### config.mk
export PLATFORM = sky130hd
export DESIGN_NAME = clle_ctrl
export DESIGN_NICKNAME = d
export VERILOG_FILES = /design/src/rtl/clle_pkg.sv /design/src/rtl/clle_ctrl.sv
export SDC_FILE = /design/constraint.sdc
export NUM_CORES = 1
export LEC_CHECK = 0
export BUFFER_PORTS_ARGS = -buffer_cell sky130_fd_sc_hd__buf_2
export CAP_MARGIN = 20
export CORE_AREA = 2 2 39 41
export DETAILED_ROUTE_END_ITERATION = 10
export DIE_AREA = 0 0 41 43
export SETUP_SLACK_MARGIN = 0.3
export SLEW_MARGIN = 20
export SYNTH_ARGS = -nofsm -noshare
export SYNTH_HDL_FRONTEND = slang
export SYNTH_SLANG_ARGS = --single-unit
### constraint.sdc
create_clock -name clock -period 1.3 [get_ports clock]
set_input_delay 0.065 -clock clock [delete_from_list [all_inputs] [get_ports clock]]
set_output_delay 0.065 -clock clock [all_outputs]
set_load 0.1 [all_outputs]
### src/rtl/clle_pkg.sv
`default_nettype none

package clle_pkg;

   // Defaults for the top-level parameters.
   localparam int CLLE_CAPACITY   = 256;
   localparam int CLLE_DATA_WIDTH = 8;

   // Fixed field widths of the channels.
   localparam int MODE_W   = 2;
   localparam int VALUE_W  = 8;
   localparam int STATUS_W = 2;
   localparam int COUNT_W  = 9;
   localparam int CVAL_W   = 8;

   typedef enum logic [MODE_W-1:0] {
      MODE_INSERT = 2'd0,
      MODE_ERASE  = 2'd1,
      MODE_LEFT   = 2'd2,
      MODE_RIGHT  = 2'd3
   } mode_type;

   typedef enum logic [STATUS_W-1:0] {
      STAT_DONE     = 2'd0,
      STAT_FULL     = 2'd1,
      STAT_EMPTY    = 2'd2,
      STAT_BOUNDARY = 2'd3
   } status_type;

   typedef enum logic [1:0] {
      ST_IDLE,
      ST_EXEC,
      ST_LINK,
      ST_DONE
   } state_type;

   // Commands from the controller to the datapath.
   typedef struct packed {
      logic capture;
      logic execute;
      logic relink;
      logic publish;
   } cmd_type;

   // Status from the datapath to the controller.
   typedef struct packed {
      logic need_relink;
      logic out_free;
   } stat_type;

endpackage

`default_nettype wire

### src/rtl/clle_ctrl.sv
`default_nettype none

module clle_ctrl import clle_pkg::*; (
   input  wire logic     clock,
   input  wire logic     reset,
   input  wire logic     req_valid,
   output logic          req_ready,
   input  wire stat_type stat,
   output cmd_type       cmd
);

   state_type state_ff, state_in;

   always_ff @(posedge clock) begin
      if (reset) begin
         state_ff <= ST_IDLE;
      end else begin
         state_ff <= state_in;
      end
   end

   always_comb begin
      state_in = state_ff;
      unique case (state_ff)
         ST_IDLE: begin
            if (req_valid) begin
               state_in = ST_EXEC;
            end
         end
         ST_EXEC: begin
            state_in = stat.need_relink ? ST_LINK : ST_DONE;
         end
         ST_LINK: begin
            state_in = ST_DONE;
         end
         ST_DONE: begin
            if (stat.out_free) begin
               state_in = ST_IDLE;
            end
         end
         default: begin
            state_in = ST_IDLE;
         end
      endcase
   end

   always_comb begin
      req_ready   = 1'b0;
      cmd         = '0;
      unique case (state_ff)
         ST_IDLE: begin
            req_ready   = 1'b1;
            cmd.capture = req_valid;
         end
         ST_EXEC: begin
            cmd.execute = 1'b1;
         end
         ST_LINK: begin
            cmd.relink = 1'b1;
         end
         ST_DONE: begin
            cmd.publish = stat.out_free;
         end
         default: begin
            cmd = '0;
         end
      endcase
   end

endmodule

`default_nettype wire

==> flow_summary.json <==
{
  "rsz0062_at_grt": "true",
  "drt_wl_total_microns": 517,
  "die_w_microns": 41,
  "cts.clk_slew.worst_paths_ns": 0.03,
  "ys_types": 14,
  "crit_slowest_cell": "or3b_1",
  "top_register": "state_ff",
  "worstPathRequired_ns": 1.44,
  "fin_crit_sh_pct": 99.0,
  "syn_inst": 20,
  "grt_antenna_before_repair": 0,
  "grt_overflow_total": 0,
  "hpwl_microns": 338,
  "cts_tree": "built",
  "ys_seq_area_share_pct": 22.4,
  "reg_top3": "state_ff x2",
  "cts_buffer_depth": 2,
  "critPathCaptureType": "flop",
  "ys_ff_latch": 2,
  "synthesis.area_sq_um": 179,
  "nets": 50,
  "setup_slack_ns": 0.0129,
  "n_antenna_cell": 0,
  "syn_avg_cell_area_sq_um": 8.95,
  "hold_slack_ns": 0.0237,
  "gp_congestion": 0.599,
  "rows": 14,
  "grtUsageTotal_pct": 6.71,
  "crit_chain": "ha_2, and2b_2, or3b_1, a21oi_1",
  "via_per_inst": 3.84,
  "slowest_delay_ns": 0.36,
  "cts_root_buf": "clkbuf_4",
  "numCtsBuffers": 3,
  "place_ws_ns": -0.0405,
  "drive_gt1_share_pct": 84.6,
  "vias": 211,
  "maxCapViolations": 0,
  "clock.fmax_ghz": 0.777,
  "worstMarginPinSlew_ns": 0.278,
  "fin_setup_tns_ns": 0,
  "synth_warnings": 0,
  "hold_buffers": 0,
  "die_height_microns": 43,
  "cts.htree.levels": 1,
  "grt_pass1_vias": 238,
  "dieArea_sq_um": 1760,
  "maxSlewViolCount": 0,
  "worst_clock_skew_ns": 0.00180,
  "cts.sinks": 2,
  "hold_path.class": "in2reg",
  "wl_per_cell_microns": 9.40,
  "antenna_left": 0,
  "worstSetupPathType": "reg2reg",
  "numPortBuffers": 9,
  "first_pass_iters": 1,
  "initial_core_util_pct": 12.9,
  "cp_max_fo": 4,
  "num_io_pins": 10,
  "grt_max_degree": 5,
  "grt_pass1_wl_microns": 765,
  "synth_nets": 29,
  "outcome": "complete, no violations",
  "hold_viol_final": 0,
  "core_sq_um": 1380,
  "setup_violations": 0,
  "area_delta_synth_final_pct": 164,
  "relSlewSlack_pct": 81.5,
  "dpl-instance-area_sq_um": 363,
  "crit_path_start_kind": "flop",
  "critPathArrivalTime_ns": 1.43,
  "remaining_drc_errors": 0,
  "insertion_delay_ns": 0.22,
  "dr.first_iter.drc_count": 0,
  "fin_area_sq_um": 473,
  "largest_register_ffs": 2,
  "period_needed_ns": 1.29
}
[what timing repair did]
| action | 4_1_cts | 5_1_grt |
|---|---|---|
| pin swaps | 3 | 1 |
| gates resized for setup | 8 | 3 |
| endpoints found under the setup margin | 7 | 7 |
| setup buffers | 4 | 0 |
| endpoints found under the hold margin | 0 | 0 |
[final timing paths]
check | start | to | slack [ns] | depth (start not counted)
setup / recovery | state_ff[0]$_SDFFE_PP0P_ | state_ff[1]$_SDFFE_PP0P_ | 0.01 | 4
hold / removal | reset | state_ff[1]$_SDFFE_PP0P_ | 0.02 | 2
setup reg to reg | state_ff[0]$_SDFFE_PP0P_ | state_ff[1]$_SDFFE_PP0P_ | 0.01 | 4
hold reg to reg | state_ff[1]$_SDFFE_PP0P_ | state_ff[1]$_SDFFE_PP0P_ | 0.74 | 4
[final cells by class]
class,instances,area (sq um)
Inverter,3,11.3
Tap cell,16,20.0
Multi-Input combinational cell,15,196
Clock buffer,3,22.5
Sequential cell,2,42.5
Timing Repair Buffer,16,180
Fill cell,151,911
[layer usage]
metal | up-vias | global-route usage, % | share of wire [%]
met5 | - | 0 | 0
met4 | 0 | 4.00 | 0
met3 | 0 | 3.14 | 6.2
met2 | 6 | 12.8 | 64
met1 | 98 | 4.47 | 30
li1 | 107 | - | -
[stage by stage]
| step | instances | util, % |
|---|---|---|
| after global placement | 48 | 26.2 |
| after global routing | 55 | 34.2 |
| after floorplan | 20 | - |
| after CTS | 55 | 32.6 |
| after detailed placement | 48 | 26.2 |
| final | 55 | 34.2 |
[cell usage in the layout, fill, tap and decap left out]
| master | instances |
|---|---|
| inv_1 | 1 |
| nor3b_2 | 1 |
| or3b_1 | 1 |
| clkbuf_4 | 3 |
| ha_4 | 3 |
| nor2_1 | 1 |
| dfxtp_2 | 2 |
| o31ai_1 | 1 |
| and2_4 | 2 |
| buf_2 | 4 |
| buf_12 | 5 |
| buf_4 | 5 |
| buf_6 | 2 |
| and2b_4 | 1 |
| o21ai_0 | 1 |
| a2111oi_4 | 1 |
| and2b_2 | 1 |
| a21oi_1 | 1 |
| ha_2 | 1 |
| inv_2 | 2 |
[cells by family (layout without fill, tap and decap cells)]
kind of cell	count (synthesis)	count (layout)	share of synthesized area, %
AOI/OAI and AO/OA	4	4	14.7
adders and majority gates	4	4	28.0
buffers and inverters	3	22	6.29
DFF	2	2	22.4
and+or+nand+nor	7	7	28.7
[worst max-delay path, delay by kind of cell, from the launching register on]
| kind | cells | cell delay [ns] |
|---|---|---|
| DFF | 1 | 0.32 |
| adders and majority gates | 1 | 0.18 |
| and+or+nand+nor | 2 | 0.59 |
| AOI/OAI and AO/OA | 1 | 0.13 |
[Yosys cell counts, drive strengths merged]
master	n	share of area (%)
or3b	1	4.9
and2b	2	9.8
o31ai	1	4.2
nor2	1	2.1
dfxtp	2	22
nor3b	1	4.2
a2111oi	1	4.9
inv	3	6.3
and2	2	7.7
a21oi	1	2.8
ha	4	28
o21ai	1	2.8
Power is not shown: default switching activity piles up to over one toggle a cycle in this logic, so the estimate is an artifact.
